`src/nggap_pkg.sv`:
```
// Shared types and constants for the GGA position parser.
// Holds character codes, hemisphere codes, conversion constants and the
// job word passed from the sentence parser to the degree converter.
`default_nettype none

package nggap_pkg;

  localparam logic [16:0] ACC_MAX = 17'h1FFFF;

  localparam logic [7:0] CH_DOLLAR = 8'h24;
  localparam logic [7:0] CH_CR     = 8'h0D;
  localparam logic [7:0] CH_COMMA  = 8'h2C;
  localparam logic [7:0] CH_POINT  = 8'h2E;
  localparam logic [7:0] CH_ZERO   = 8'h30;
  localparam logic [7:0] CH_NINE   = 8'h39;
  localparam logic [7:0] CH_N      = 8'h4E;
  localparam logic [7:0] CH_S      = 8'h53;
  localparam logic [7:0] CH_E      = 8'h45;
  localparam logic [7:0] CH_W      = 8'h57;

  localparam logic [23:0] TAG_GGA = 24'h474741;

  // sentence field numbers
  localparam logic [2:0] FLD_LAT  = 3'd1;
  localparam logic [2:0] FLD_NS   = 3'd2;
  localparam logic [2:0] FLD_LON  = 3'd3;
  localparam logic [2:0] FLD_EW   = 3'd4;
  localparam logic [2:0] FLD_SAT  = 3'd6;
  localparam logic [2:0] FLD_LAST = 3'd7;

  typedef enum logic [1:0] {
    HEMI_NONE = 2'd0,
    HEMI_POS  = 2'd1,
    HEMI_NEG  = 2'd2
  } hemi_t;

  localparam logic [23:0] TEN7 = 24'd10000000;

  // reciprocal of 100, exact for any 17-bit dividend
  localparam logic [17:0] M100       = 18'd167773;
  localparam int          M100_SHIFT = 24;
  // floor(2^30 / 60), low by at most one for a 24-bit dividend
  localparam logic [24:0] M60        = 25'd17895697;

  localparam int SPLIT_W = 18;
  localparam int P_W     = 42;
  localparam int E_W     = 36;

  localparam logic [35:0] LAT_MAX = 36'd900000000;
  localparam logic [35:0] LON_MAX = 36'd1800000000;

  typedef struct packed {
    logic [16:0] lat_whole;
    logic [16:0] lat_frac;
    logic [16:0] lon_whole;
    logic [16:0] lon_frac;
    hemi_t       ns;
    hemi_t       ew;
    logic [7:0]  sat;
  } job_t;

  typedef struct packed {
    hemi_t      ns;
    hemi_t      ew;
    logic [7:0] sat;
  } meta_t;

  function automatic logic [23:0] pow10(input logic [2:0] n);
    logic [23:0] r;
    case (n)
      3'd0: r = 24'd1;
      3'd1: r = 24'd10;
      3'd2: r = 24'd100;
      3'd3: r = 24'd1000;
      3'd4: r = 24'd10000;
      3'd5: r = 24'd100000;
      3'd6: r = 24'd1000000;
      3'd7: r = 24'd10000000;
      default: r = 24'd1;
    endcase
    return r;
  endfunction

endpackage

`default_nettype wire

```
`src/nggap_conv.sv`:
```
// Degree converter for the GGA position parser: ddmm.f / dddmm.f to 1e-7 deg.
// Six-register pipeline with per-stage valid and a stall-propagating ready chain.
// Depends on nggap_pkg.
`default_nettype none

module nggap_conv #(
  parameter int FRAC_DIGITS = 5
) (
  input  wire logic              clk,
  input  wire logic              rst,
  input  wire logic              job_valid,
  output logic                   job_ready,
  input  wire nggap_pkg::job_t   job,
  output logic                   res_valid,
  input  wire logic              res_stall,
  output logic signed [30:0]     latitude_e7,
  output logic signed [31:0]     longitude_e7,
  output logic [1:0]             lat_hemisphere,
  output logic [1:0]             lon_hemisphere,
  output logic [7:0]             satellites,
  output logic                   signs_applied
);

  localparam logic [23:0] K_FRAC = 24'(10 ** (7 - FRAC_DIGITS));
  localparam int SW = nggap_pkg::SPLIT_W;
  localparam int PW = nggap_pkg::P_W;
  localparam int EW = nggap_pkg::E_W;

  // divide a 24-bit value by 60: {quotient, remainder}
  function automatic logic [24:0] div60(input logic [23:0] x);
    logic [48:0] prod;
    logic [18:0] q;
    logic [23:0] r;
    prod = 49'(x) * 49'(nggap_pkg::M60);
    q    = prod[48:30];
    r    = x - (24'({q, 6'b0}) - 24'({q, 2'b0}));
    if (r >= 24'd60) begin
      q = q + 19'd1;
      r = r - 24'd60;
    end
    return {q, r[5:0]};
  endfunction

  // lane 0 latitude, lane 1 longitude
  logic              v1, v2, v3, v4, v5;
  logic              rdy1, rdy2, rdy3, rdy4, rdy5, rdy_o;
  nggap_pkg::meta_t  m1, m2, m3, m4, m5;

  logic [16:0]       whole1 [2];
  logic [16:0]       frac1  [2];
  logic [10:0]       deg2   [2];
  logic [6:0]        rem2   [2];
  logic [16:0]       frac2  [2];
  logic [PW-1:0]     p3     [2];
  logic [10:0]       deg3   [2];
  logic [18:0]       q1_4   [2];
  logic [5:0]        r1_4   [2];
  logic [SW-1:0]     pl4    [2];
  logic [EW-1:0]     degs4  [2];
  logic [EW-1:0]     quot5  [2];
  logic [EW-1:0]     degs5  [2];

  logic [34:0]       prod100 [2];
  logic [10:0]       deg_c   [2];
  logic [16:0]       hund_c  [2];
  logic [6:0]        rem_c   [2];
  logic [PW-1:0]     p_c     [2];
  logic [24:0]       d1_c    [2];
  logic [EW-1:0]     degs_c  [2];
  logic [24:0]       d2_c    [2];
  logic [EW-1:0]     quot_c  [2];
  logic [EW-1:0]     e7_c    [2];
  logic [EW-1:0]     lat_mag, lon_mag;
  logic              both;

  assign rdy_o     = !res_valid || !res_stall;
  assign rdy5      = !v5 || rdy_o;
  assign rdy4      = !v4 || rdy5;
  assign rdy3      = !v3 || rdy4;
  assign rdy2      = !v2 || rdy3;
  assign rdy1      = !v1 || rdy2;
  assign job_ready = rdy1;

  always_comb begin
    for (int i = 0; i < 2; i++) begin
      prod100[i] = 35'(whole1[i]) * 35'(nggap_pkg::M100);
      deg_c[i]   = prod100[i][nggap_pkg::M100_SHIFT +: 11];
      hund_c[i]  = 17'({deg_c[i], 6'b0}) + 17'({deg_c[i], 5'b0}) + 17'({deg_c[i], 2'b0});
      rem_c[i]   = 7'(whole1[i] - hund_c[i]);

      p_c[i]     = PW'(rem2[i]) * PW'(nggap_pkg::TEN7)
                 + PW'(frac2[i]) * PW'(K_FRAC) + PW'(30);

      d1_c[i]    = div60(p3[i][PW-1:SW]);
      degs_c[i]  = EW'(deg3[i]) * EW'(nggap_pkg::TEN7);

      d2_c[i]    = div60({r1_4[i], pl4[i]});
      quot_c[i]  = EW'({q1_4[i], {SW{1'b0}}}) + EW'(d2_c[i][24:6]);

      e7_c[i]    = degs5[i] + quot5[i];
    end
    lat_mag = (e7_c[0] > nggap_pkg::LAT_MAX) ? nggap_pkg::LAT_MAX : e7_c[0];
    lon_mag = (e7_c[1] > nggap_pkg::LON_MAX) ? nggap_pkg::LON_MAX : e7_c[1];
    both    = (m5.ns != nggap_pkg::HEMI_NONE) && (m5.ew != nggap_pkg::HEMI_NONE);
  end

  always_ff @(posedge clk) begin
    if (rst) begin
      v1        <= 1'b0;
      v2        <= 1'b0;
      v3        <= 1'b0;
      v4        <= 1'b0;
      v5        <= 1'b0;
      res_valid <= 1'b0;
    end else begin
      if (rdy1) v1 <= job_valid;
      if (rdy2) v2 <= v1;
      if (rdy3) v3 <= v2;
      if (rdy4) v4 <= v3;
      if (rdy5) v5 <= v4;
      if (rdy_o) res_valid <= v5;
    end
  end

  always_ff @(posedge clk) begin
    if (rdy1) begin
      whole1[0] <= job.lat_whole;
      frac1[0]  <= job.lat_frac;
      whole1[1] <= job.lon_whole;
      frac1[1]  <= job.lon_frac;
      m1        <= '{ns: job.ns, ew: job.ew, sat: job.sat};
    end
    if (rdy2) begin
      deg2  <= deg_c;
      rem2  <= rem_c;
      frac2 <= frac1;
      m2    <= m1;
    end
    if (rdy3) begin
      p3   <= p_c;
      deg3 <= deg2;
      m3   <= m2;
    end
    if (rdy4) begin
      for (int i = 0; i < 2; i++) begin
        q1_4[i] <= d1_c[i][24:6];
        r1_4[i] <= d1_c[i][5:0];
        pl4[i]  <= p3[i][SW-1:0];
      end
      degs4 <= degs_c;
      m4    <= m3;
    end
    if (rdy5) begin
      quot5 <= quot_c;
      degs5 <= degs4;
      m5    <= m4;
    end
    if (rdy_o) begin
      latitude_e7    <= (both && m5.ns == nggap_pkg::HEMI_NEG) ? -31'(lat_mag) : 31'(lat_mag);
      longitude_e7   <= (both && m5.ew == nggap_pkg::HEMI_NEG) ? -32'(lon_mag) : 32'(lon_mag);
      lat_hemisphere <= m5.ns;
      lon_hemisphere <= m5.ew;
      satellites     <= m5.sat;
      signs_applied  <= both;
    end
  end

  a_unsigned_no_sign: assert property (@(posedge clk) disable iff (rst)
    res_valid && !signs_applied |-> !latitude_e7[30] && !longitude_e7[31])
    else $error("negative position without applied signs");

  a_lat_clamped: assert property (@(posedge clk) disable iff (rst)
    res_valid |-> (latitude_e7 <= 31'sd900000000) && (latitude_e7 >= -31'sd900000000))
    else $error("latitude beyond 90 degrees");

  a_signs_need_letters: assert property (@(posedge clk) disable iff (rst)
    res_valid && signs_applied |-> (lat_hemisphere != 2'd0) && (lon_hemisphere != 2'd0))
    else $error("signs applied without both hemisphere letters");

endmodule

`default_nettype wire

```
`src/nmea_gga_position_parser_core.sv`:
```
// Parses an NMEA byte stream and reports GGA positions. The block takes one
// byte per clock; a byte is registered, then parsed from that register, so a
// new byte is accepted every cycle as long as the result side keeps up. Each
// carriage return that closes a GGA body launches one conversion job through the
// degree converter stages (input register, divide by 100, scale, two
// divide-by-60 halves, add and clamp); the result word is registered at the
// last of them. A stalled result backs up through the converter stages, and the
// input stalls only once those stages are all full.
`default_nettype none

module nmea_gga_position_parser_core #(
  parameter int FRAC_DIGITS = 5
) (
  input  wire logic          clk,
  input  wire logic          rst,
  input  wire logic          rx_valid,
  output logic               rx_stall,
  input  wire logic [7:0]    rx_byte,
  output logic               res_valid,
  input  wire logic          res_stall,
  output logic signed [30:0] latitude_e7,
  output logic signed [31:0] longitude_e7,
  output logic [1:0]         lat_hemisphere,
  output logic [1:0]         lon_hemisphere,
  output logic [7:0]         satellites,
  output logic               signs_applied
);

  logic                    byte_valid;
  logic [7:0]              byte_q;
  logic                    parse_go;
  logic                    job_valid;
  logic                    job_ready;
  nggap_pkg::job_t         job;

  logic [23:0]             tag_window, tag_window_next;
  logic                    in_body, in_body_next;
  logic [2:0]              field_number, field_number_next;
  logic [16:0]             whole_accum, whole_accum_next;
  logic [16:0]             frac_accum, frac_accum_next;
  logic [2:0]              frac_digits_seen, frac_digits_seen_next;
  logic                    after_point, after_point_next;
  logic [1:0]              char_count, char_count_next;
  logic [16:0]             lat_whole, lat_whole_next;
  logic [16:0]             lat_frac, lat_frac_next;
  logic [16:0]             lon_whole, lon_whole_next;
  logic [16:0]             lon_frac, lon_frac_next;
  nggap_pkg::hemi_t        ns_code, ns_code_next;
  nggap_pkg::hemi_t        ew_code, ew_code_next;
  logic [7:0]              sat_value, sat_value_next;

  logic [40:0]             pad_prod;
  logic [16:0]             padded;
  logic [16:0]             lat_whole_c, lat_frac_c, lon_whole_c, lon_frac_c;
  logic [7:0]              sat_c;
  logic                    is_digit;
  logic [3:0]              digit;
  logic [20:0]             whole_x10, frac_x10;
  logic                    clr_sentence, clr_field;

  assign parse_go = byte_valid && job_ready;
  assign rx_stall = byte_valid && !parse_go;

  always_ff @(posedge clk) begin
    if (rst) begin
      byte_valid <= 1'b0;
    end else if (!rx_stall) begin
      byte_valid <= rx_valid;
    end
  end

  always_ff @(posedge clk) begin
    if (!rx_stall && rx_valid) begin
      byte_q <= rx_byte;
    end
  end

  // field commit: what a comma writes back and a carriage return sends in the job
  always_comb begin
    pad_prod = 41'(frac_accum) * 41'(nggap_pkg::pow10(3'(FRAC_DIGITS) - frac_digits_seen));
    padded   = (|pad_prod[40:17]) ? nggap_pkg::ACC_MAX : pad_prod[16:0];
    lat_whole_c = (field_number == nggap_pkg::FLD_LAT) ? whole_accum : lat_whole;
    lat_frac_c  = (field_number == nggap_pkg::FLD_LAT) ? padded : lat_frac;
    lon_whole_c = (field_number == nggap_pkg::FLD_LON) ? whole_accum : lon_whole;
    lon_frac_c  = (field_number == nggap_pkg::FLD_LON) ? padded : lon_frac;
    if (field_number == nggap_pkg::FLD_SAT) begin
      sat_c = (whole_accum > 17'd255) ? 8'd255 : whole_accum[7:0];
    end else begin
      sat_c = sat_value;
    end
  end

  always_comb begin
    tag_window_next       = tag_window;
    in_body_next          = in_body;
    field_number_next     = field_number;
    whole_accum_next      = whole_accum;
    frac_accum_next       = frac_accum;
    frac_digits_seen_next = frac_digits_seen;
    after_point_next      = after_point;
    char_count_next       = char_count;
    lat_whole_next        = lat_whole;
    lat_frac_next         = lat_frac;
    lon_whole_next        = lon_whole;
    lon_frac_next         = lon_frac;
    ns_code_next          = ns_code;
    ew_code_next          = ew_code;
    sat_value_next        = sat_value;
    clr_sentence          = 1'b0;
    clr_field             = 1'b0;
    job_valid             = 1'b0;

    is_digit  = (byte_q >= nggap_pkg::CH_ZERO) && (byte_q <= nggap_pkg::CH_NINE);
    digit     = 4'(byte_q - nggap_pkg::CH_ZERO);
    whole_x10 = 21'(whole_accum) * 21'd10 + 21'(digit);
    frac_x10  = 21'(frac_accum) * 21'd10 + 21'(digit);

    job.lat_whole = lat_whole_c;
    job.lat_frac  = lat_frac_c;
    job.lon_whole = lon_whole_c;
    job.lon_frac  = lon_frac_c;
    job.ns        = ns_code;
    job.ew        = ew_code;
    job.sat       = sat_c;

    if (byte_q == nggap_pkg::CH_DOLLAR) begin
      tag_window_next = '0;
      in_body_next    = 1'b0;
      clr_sentence    = 1'b1;
    end else if (!in_body) begin
      // test the window before shifting; drop the byte after the tag
      if (tag_window == nggap_pkg::TAG_GGA) begin
        in_body_next    = 1'b1;
        tag_window_next = '0;
        clr_sentence    = 1'b1;
      end else begin
        tag_window_next = {tag_window[15:0], byte_q};
      end
    end else if (byte_q == nggap_pkg::CH_COMMA) begin
      lat_whole_next = lat_whole_c;
      lat_frac_next  = lat_frac_c;
      lon_whole_next = lon_whole_c;
      lon_frac_next  = lon_frac_c;
      sat_value_next = sat_c;
      if (field_number != nggap_pkg::FLD_LAST) begin
        field_number_next = field_number + 3'd1;
      end
      clr_field = 1'b1;
    end else if (byte_q == nggap_pkg::CH_CR) begin
      job_valid       = byte_valid;
      in_body_next    = 1'b0;
      tag_window_next = '0;
      clr_sentence    = 1'b1;
    end else begin
      if (char_count != 2'd3) begin
        char_count_next = char_count + 2'd1;
      end
      if (field_number == nggap_pkg::FLD_NS) begin
        if (char_count_next == 2'd1 && byte_q == nggap_pkg::CH_N) begin
          ns_code_next = nggap_pkg::HEMI_POS;
        end else if (char_count_next == 2'd1 && byte_q == nggap_pkg::CH_S) begin
          ns_code_next = nggap_pkg::HEMI_NEG;
        end else begin
          ns_code_next = nggap_pkg::HEMI_NONE;
        end
      end else if (field_number == nggap_pkg::FLD_EW) begin
        if (char_count_next == 2'd1 && byte_q == nggap_pkg::CH_E) begin
          ew_code_next = nggap_pkg::HEMI_POS;
        end else if (char_count_next == 2'd1 && byte_q == nggap_pkg::CH_W) begin
          ew_code_next = nggap_pkg::HEMI_NEG;
        end else begin
          ew_code_next = nggap_pkg::HEMI_NONE;
        end
      end
      if (is_digit) begin
        if (!after_point) begin
          whole_accum_next = (|whole_x10[20:17]) ? nggap_pkg::ACC_MAX : whole_x10[16:0];
        end else if (frac_digits_seen < 3'(FRAC_DIGITS)) begin
          frac_accum_next       = (|frac_x10[20:17]) ? nggap_pkg::ACC_MAX : frac_x10[16:0];
          frac_digits_seen_next = frac_digits_seen + 3'd1;
        end
      end else if (byte_q == nggap_pkg::CH_POINT) begin
        after_point_next = 1'b1;
      end
    end

    if (clr_sentence) begin
      field_number_next = '0;
      lat_whole_next    = '0;
      lat_frac_next     = '0;
      lon_whole_next    = '0;
      lon_frac_next     = '0;
      ns_code_next      = nggap_pkg::HEMI_NONE;
      ew_code_next      = nggap_pkg::HEMI_NONE;
      sat_value_next    = '0;
    end
    if (clr_sentence || clr_field) begin
      whole_accum_next      = '0;
      frac_accum_next       = '0;
      frac_digits_seen_next = '0;
      after_point_next      = 1'b0;
      char_count_next       = '0;
    end
  end

  always_ff @(posedge clk) begin
    if (rst) begin
      tag_window       <= '0;
      in_body          <= 1'b0;
      field_number     <= '0;
      whole_accum      <= '0;
      frac_accum       <= '0;
      frac_digits_seen <= '0;
      after_point      <= 1'b0;
      char_count       <= '0;
      lat_whole        <= '0;
      lat_frac         <= '0;
      lon_whole        <= '0;
      lon_frac         <= '0;
      ns_code          <= nggap_pkg::HEMI_NONE;
      ew_code          <= nggap_pkg::HEMI_NONE;
      sat_value        <= '0;
    end else if (parse_go) begin
      tag_window       <= tag_window_next;
      in_body          <= in_body_next;
      field_number     <= field_number_next;
      whole_accum      <= whole_accum_next;
      frac_accum       <= frac_accum_next;
      frac_digits_seen <= frac_digits_seen_next;
      after_point      <= after_point_next;
      char_count       <= char_count_next;
      lat_whole        <= lat_whole_next;
      lat_frac         <= lat_frac_next;
      lon_whole        <= lon_whole_next;
      lon_frac         <= lon_frac_next;
      ns_code          <= ns_code_next;
      ew_code          <= ew_code_next;
      sat_value        <= sat_value_next;
    end
  end

  nggap_conv #(
    .FRAC_DIGITS(FRAC_DIGITS)
  ) u_conv (
    .clk            (clk),
    .rst            (rst),
    .job_valid      (job_valid),
    .job_ready      (job_ready),
    .job            (job),
    .res_valid      (res_valid),
    .res_stall      (res_stall),
    .latitude_e7    (latitude_e7),
    .longitude_e7   (longitude_e7),
    .lat_hemisphere (lat_hemisphere),
    .lon_hemisphere (lon_hemisphere),
    .satellites     (satellites),
    .signs_applied  (signs_applied)
  );

  a_window_idle_in_body: assert property (@(posedge clk) disable iff (rst)
    in_body |-> tag_window == '0)
    else $error("tag window not clear inside a sentence body");

  a_fields_idle_outside: assert property (@(posedge clk) disable iff (rst)
    !in_body |-> field_number == '0)
    else $error("field count moved outside a sentence body");

  a_frac_digit_bound: assert property (@(posedge clk) disable iff (rst)
    frac_digits_seen <= 3'(FRAC_DIGITS))
    else $error("more fraction digits taken than configured");

endmodule

`default_nettype wire
```
`config.mk`:
```
export PLATFORM = sky130hd
export DESIGN_NAME = nmea_gga_position_parser_core
export DESIGN_NICKNAME = d
export VERILOG_FILES = /design/src/nggap_pkg.sv /design/src/nggap_conv.sv /design/src/nmea_gga_position_parser_core.sv
export SDC_FILE = /design/constraint.sdc
export NUM_CORES = 2
export LEC_CHECK = 0
export ABC_AREA = 1
export ABC_CLOCK_PERIOD_IN_PS = 21700
export BUFFER_PORTS_ARGS = -buffer_cell sky130_fd_sc_hd__buf_4
export CAP_MARGIN = 10
export CORE_ASPECT_RATIO = 0.5
export CORE_MARGIN = 3
export CORE_UTILIZATION = 30
export CTS_CLUSTER_DIAMETER = 60
export DETAILED_ROUTE_END_ITERATION = 6
export MAX_ROUTING_LAYER = met4
export PLACE_DENSITY_LB_ADDON = 0.3
export SLEW_MARGIN = 30
export SYNTH_ARGS = -nofsm -noshare
export SYNTH_HDL_FRONTEND = slang
export SYNTH_SLANG_ARGS = --single-unit
```
`constraint.sdc`:
```
create_clock -name clk -period 21.7 [get_ports clk]
set_input_delay 4.34 -clock clk [delete_from_list [all_inputs] [get_ports clk]]
set_output_delay 4.34 -clock clk [all_outputs]
set_load 0.02 [all_outputs]
```
**Yosys cells after proc, flatten, opt, wreduce, memory -nomap -nowiden**

Memory sizes are Yosys's and may differ from the RTL's.
Cells that the tools add are included.

- Bits in registers: 693
- Latch bits: 0
- Bits in writable memories: 120
- ROM bits: 168
- Output and inout bits: 78
- Memories: 5

Memories:

| memory | depth | bits a word | rd ports | clocked after Yosys merged registers in | wr ports | RTL line | text |
|---|---|---|---|---|---|---|---|
| (name not given) | 8 | 21 | 1 | 0 | 0 | nggap_pkg.sv:70 | `case (n)` |
| u_conv.q1_4 | 2 | 19 | 2 | 0 | 2 | nggap_conv.sv:56 | `logic [18:0] q1_4 [2];` |
| u_conv.pl4 | 2 | 18 | 2 | 0 | 2 | nggap_conv.sv:58 | `logic [SW-1:0] pl4 [2];` |
| u_conv.whole1 | 2 | 17 | 2 | 0 | 2 | nggap_conv.sv:49 | `logic [16:0] whole1 [2];` |
| u_conv.r1_4 | 2 | 6 | 2 | 0 | 2 | nggap_conv.sv:57 | `logic [5:0] r1_4 [2];` |

- Add/sub/neg operators: 37
- Multipliers: 15
- Divide/modulo/power cells: 0
- Magnitude comparators: 10
- Equality and inequality tests: 30
- Shift operators: 0
- Muxes and demuxes: 126
- Bitwise gates (word level): 0
- Reduce and logical (&&, ||, !) cells: 51

Operator list:

| operator | count |
|---|---|
| $mux W17 | 38 |
| $mul A24 B25 Y49 const B | 4 |
| $mux W24 | 5 |
| $ge A24 B6 Y1 const B | 4 |
| $sub A24 B21 Y24 | 4 |
| $sub A24 B24 Y24 | 4 |
| $add A42 B5 Y42 const B | 2 |
| $add A19 B1 Y19 const B | 4 |
| $mux W19 | 4 |
| $add A35 B36 Y36 | 2 |
| $add A36 B19 Y36 | 2 |
| $mul A17 B18 Y35 const B | 2 |
| $add A31 B24 Y32 | 2 |
| $mux W32 | 2 |
| $mux W31 | 2 |
| $mul A11 B17 Y28 const B | 2 |
| $mux W2 | 27 |
| $mul A7 B17 Y24 const B | 2 |
| $mux W8 | 6 |
| $mul A17 B5 Y22 const B | 2 |
| $add A21 B4 Y21 | 2 |
| $mul A17 B24 Y41 | 1 |
| $mul A17 B3 Y20 const B | 2 |
| $mux W3 | 13 |
| 42 further kinds | 131 |

**Longest topological paths before layout**

- Depth after elaboration: 17
- Gate-level depth with buffers: 52
- Depth with buffers taken out: 52

**Cells and area by module**

Synthesis repeated with hierarchy kept, for this count alone.

- Cells, all modules: 11246
- Area total of the unflattened synthesis: 93596.0 um^2

Modules (own cells, without submodules):

| module | instances | cells an instance | area an instance (um^2) |
|---|---|---|---|
| nggap_conv | 1 | 7964 | 70378.7 |
| nmea_gga_position_parser_core | 1 | 3282 | 23217.3 |

**Least setup slack after synthesis**

Ideal clock, no wire load.

- Kind: input to output
- From: input res_stall
- To: output rx_stall
- Arrival: 15730 ps
- Data required time: 17360 ps
- Path slack: 1630 ps
- Stages: 12
- Path buffers: 0
- Cells stage by stage: nand2_1 > nor2_1 > inv_1 > nor2_1 > inv_1 > nor2_1 > inv_1 > nor2_1 > inv_1 > nor2_1 > nand2_1 > inv_1

- Cells in the longest elaborated chain, start to end: 10

Ends and longest elaborated chain:

| element | RTL line | text |
|---|---|---|
| from (decl) | nmea_gga_position_parser_core.sv:20 | `input wire logic res_stall,` |
| $logic_not A1 Y1 | nggap_conv.sv:76 | `assign rdy_o = !res_valid \|\| !res_stall;` |
| $logic_or A1 B1 Y1 | nggap_conv.sv:76 |  |
| $logic_or A1 B1 Y1 | nggap_conv.sv:77 | `assign rdy5 = !v5 \|\| rdy_o;` |
| net u_conv.rdy5 | nggap_conv.sv:46 | `logic rdy1, rdy2, rdy3, rdy4, rdy5, rdy_o;` |
| $logic_or A1 B1 Y1 | nggap_conv.sv:78 | `assign rdy4 = !v4 \|\| rdy5;` |
| net u_conv.rdy4 | nggap_conv.sv:46 |  |
| $logic_or A1 B1 Y1 | nggap_conv.sv:79 | `assign rdy3 = !v3 \|\| rdy4;` |
| net u_conv.rdy3 | nggap_conv.sv:46 |  |
| $logic_or A1 B1 Y1 | nggap_conv.sv:80 | `assign rdy2 = !v2 \|\| rdy3;` |
| net u_conv.rdy2 | nggap_conv.sv:46 |  |
| $logic_or A1 B1 Y1 | nggap_conv.sv:81 | `assign rdy1 = !v1 \|\| rdy2;` |
| $logic_and A1 B1 Y1 | nmea_gga_position_parser_core.sv:61 | `assign parse_go = byte_valid && job_ready;` |
| $logic_not A1 Y1 | nmea_gga_position_parser_core.sv:62 | `assign rx_stall = byte_valid && !parse_go;` |
| $logic_and A1 B1 Y1 | nmea_gga_position_parser_core.sv:62 |  |
| to (decl) | nmea_gga_position_parser_core.sv:17 | `output logic rx_stall,` |

The timed path passes the listed nets, and every way through them passes these cells.

**Final worst setup path**

- From: input res_stall
- To: output rx_stall

- Cells in the longest elaborated chain, start to end: 10

Ends and longest elaborated chain:

| element | RTL line |
|---|---|
| $logic_not A1 Y1 | nggap_conv.sv:76 |
| $logic_or A1 B1 Y1 | nggap_conv.sv:76 |
| net u_conv.rdy_o | nggap_conv.sv:46 |
| $logic_or A1 B1 Y1 | nggap_conv.sv:77 |
| net u_conv.rdy5 | nggap_conv.sv:46 |
| $logic_or A1 B1 Y1 | nggap_conv.sv:78 |
| net u_conv.rdy4 | nggap_conv.sv:46 |
| $logic_or A1 B1 Y1 | nggap_conv.sv:79 |
| net u_conv.rdy3 | nggap_conv.sv:46 |
| $logic_or A1 B1 Y1 | nggap_conv.sv:80 |
| net u_conv.rdy2 | nggap_conv.sv:46 |
| $logic_or A1 B1 Y1 | nggap_conv.sv:81 |
| $logic_and A1 B1 Y1 | nmea_gga_position_parser_core.sv:61 |
| $logic_not A1 Y1 | nmea_gga_position_parser_core.sv:62 |
| $logic_and A1 B1 Y1 | nmea_gga_position_parser_core.sv:62 |

The timed path passes the listed nets, and every way through them passes these cells.

==> key figures <==
Run status
  • Status: finished clean

Worst setup path
  • Critical path cell sequence: buf_4 -> nand2_4 -> nor2_1 -> inv_6 -> nor2_1 -> inv_6 -> nor2_1 -> inv_4 -> nor2_1 -> inv_4 -> nor2_1 -> nand2_1 -> inv_1 -> buf_4
  • CP arrival: roughly 8 ns
  • Crit-path most repeated cell: nor2_1
  • CP endpoint kind: primary output
  • CP bufs+invs: 7
  • CP peak stage delay: 0.53 ns
  • Worst Reg-to-Reg Cells: between 40 and 50
  • WS Path Type: input pin to primary output
  • Worst reg2reg startpoint: u_conv.r1_4[0][7]
  • Reg2reg setup slack: between 10 and 15 ns
  • CP top delay family: buffers and inverters
  • Reg2Reg Capture Point: u_conv.quot5[29]
  • CP Data Required Time: ~17 ns
  • CP max stage cell: inv_6
  • Max FO, Critical Path: between 70 and 80
  • Setup crit start kind: input pin

Cells and area
  • FILL cells: between 30k and 40k
  • Ant diodes: 0
  • Fraction of layout cells with a size suffix above 1: 0.0393
  • Final net count: ~14k
  • Final instance area: about 100000 um^2
  • P&R area growth vs syn: 9.43%

Pwr
  • Switch Pwr: roughly 1.2 mW
  • Pwr/cell area: between 30 and 40 nW/um^2
  • Pint: 2.79 mW
  • Clock power frac: 0.387
  • Leak: roughly 55 nW
  • Worst vdd ir: between 0.05 and 0.06 mV
  • Design Power: roughly 4.0 mW
  • Seq pwr share: 0.406
  • Comb pwr share: 0.206
  • Sw Share: 0.307

Drt
  • Drt wl/cell: around 15 um
  • Vias per Instance: about 4.5
  • Drc violations: 0
  • DR vias: 69.9k
  • 1st-iter DRT viols: 4317
  • DRT antenna net count: 0
  • Total Wirelength: 229000 um
  • Pre-antenna DRT Iters: 5

CTS
  • CTS H-tree lvls: 3
  • Root Driver: clkbuf_16
  • Reg clk slew, reported paths: around 0.060 ns
  • Post-CTS Hold Buffers: 0
  • Post-cts resize count: 0
  • Clock tree from TritonCTS: yes
  • CTS Buf Count: 90
  • Max Root-Sink Buffers: 3
  • Clock sinks: 763
  • Clk_lat worst skew: a little over 0.7 ns
  • Post-CTS setup buffers: 0

Global routing
  • Global-route wire length before repair: ~380000 um
  • Largest net degree at the start of global routing: 77
  • Grt ovf: 0
  • Vias in the first global route: just over 70k
  • Initial antenna violation count: 2
  • Aggregate global-route resource usage: 0.148

Logic synthesis
  • Unique cell type count in the Yosys netlist: 74
  • Post-synthesis sequential area ratio: 0.228
  • Number of synthesized register bits: between 700 and 800
  • Post-synth ARST share: 0
  • Synth top area cells: ha_1 21%, edfxtp_1 19%, fa_1 17%
  • Post-synth EDFFs: approximately 600
  • Mapped Cells: 11.0k
  • Avg Inst Size Synth: approximately 8.5 um^2
  • Ys flop type: edfxtp_1
  • Post-Syn Area: approximately 94000 um^2
  • Top cell type by total area after synthesis: ha_1
  • Area share of the largest cell type after synthesis: 0.209
  • YS warnings: 0

Placed design
  • HPWL Detailed: between 150000 and 200000 um
  • Routability cong.: approximately 0.90
  • Dpl cell area: ~100000 um^2
  • Port bufs: 89

STA
  • Setup TNS: 0 ns
  • RSZ-0062 raised after global routing: false
  • Achievable frequency: ~80 MHz
  • Final setup vio count: 0
  • Final Hold Fails: 0
  • Period minus WS final: 12.36 ns
  • Clk_skew: roughly 0.064 ns
  • Count of final max-slew check failures: 0
  • Slew @ Worst Pin: between 0.9 and 1 ns
  • Relative slew margins: 0.341
  • Fin crit share: 0.570

Run
  • Max Cap Violations: 0

Min path
  • Hold path startpoint: u_conv.frac1[12]
  • Hold path depth: 0
  • Worst Hold End: u_conv.frac2[12]
  • HP Class: register to register

Die
  • Die H: approximately 400 um
  • Core ar.: 310000 um^2
  • Row cnt: 144
  • Die footprint: 320000 um^2
  • I/O Pins: 90
  • Initial Util: 0.303
  • Horiz. Die Dim: 797 um
stage by stage:
step	setup WS (ns)	utilization	instances	hold WS, ns
final	9.34	0.331	15394	0.390
after global routing	8.93	0.331	15394	0.413
after CTS	9.11	0.331	15392	0.388
after detailed placement	9.14	0.321	15223	0.405
after global placement	9.11	0.321	15223	0.401
after floorplan	1.63	-	11050	0.400
power groups by stage:
stage / combinational [mW] / clock (mW) / sequential (mW)
3_3_place_gp: 0.827 / 0 / 1.67
3_5_place_dp: 0.826 / 0 / 1.67
4_1_cts: 0.832 / 1.62 / 1.64
2_1_floorplan: 0.590 / 0 / 1.68
5_1_grt: 0.946 / 1.67 / 1.64
6_report: 0.831 / 1.56 / 1.64
how the worst max path moves through the flow:
stage / end / depth (start not counted) / startpoint
after floorplan: rx_stall / 12 / res_stall
after global placement: rx_stall / 14 / res_stall
after detailed placement: rx_stall / 14 / res_stall
after CTS: rx_stall / 14 / res_stall
after global routing: rx_stall / 14 / res_stall
final: rx_stall / 14 / res_stall
layout make-up:
type	instances	area, um^2	area share
Sequential cell	763	21400	0.208
Timing Repair Buffer	115	895	0.00872
Clock buffer	98	2290	0.0223
Tap cell	4161	5210	0.0507
Inverter	2443	9190	0.0895
Clock inverter	71	816	0.00795
Multi-Input combinational cell	7743	62800	0.612
flip-flops by register name (all words and copies together) (netlist names), 14 cells and up:
name,flops
u_conv.degs5,56
u_conv.frac1,34
u_conv.q1_4,24
u_conv.rem2,14
u_conv.longitude_e7,32
u_conv.pl4,32
u_conv.deg2,22
lon_whole,17
u_conv.p3,62
u_conv.whole1,34
u_conv.quot5,62
u_conv.degs4,56
lat_whole,17
u_conv.deg3,22
u_conv.frac2,34
whole_accum,17
lat_frac,17
frac_accum,17
u_conv.latitude_e7,31
tag_window,24
lon_frac,17
kinds of logic after synthesis:
group                      Yosys count  synth area share
DFF                                763             0.228
AOI/OAI and AO/OA                 1213            0.0726
buffers and inverters             2544             0.103
xor gates and xnor gates           548            0.0515
other                                1         0.0000400
and+or+nand+nor                   3600             0.163
adders and majority gates         2378             0.382
Yosys cell counts (all sizes together), types with 10 or more instances:
cell / number
xnor2: 155
clkbuf: 75
o21a: 17
inv: 2431
or2: 78
xor2: 392
ha: 1569
a21oi: 581
edfxtp: 608
nor2: 796
nand4: 113
clkinv: 12
o21bai: 49
dfxtp: 155
o211ai: 10
o22ai: 18
nor3: 117
nand3b: 34
nand2: 1919
nand3: 447
a21boi: 24
and2: 47
fa: 809
a211oi: 20
a21o: 42
o31ai: 10
o21ai: 357
buf: 26
a31oi: 33
nor4: 28
per-layer routing:
metal / vias up / track usage / routed length (um)
li1: 35609 / - / -
met1: 32996 / 0.207 / 115000
met2: 1116 / 0.237 / 102000
met3: 202 / 0.0131 / 8690
met4: 0 / 0.0243 / 3610
met5: - / - / 0
placed cells by master (no fill, tap or decap), types with 153 or more instances in the layout:
master    instances
fa_1            809
o21ai_0         326
nand2_1        1906
nor2_1          777
xnor2_1         153
inv_1          2417
ha_1           1567
dfxtp_1         155
a21oi_1         580
edfxtp_1        608
xor2_1          390
nand3_1         437
Note: power is estimated with default switching activity, not from simulation.
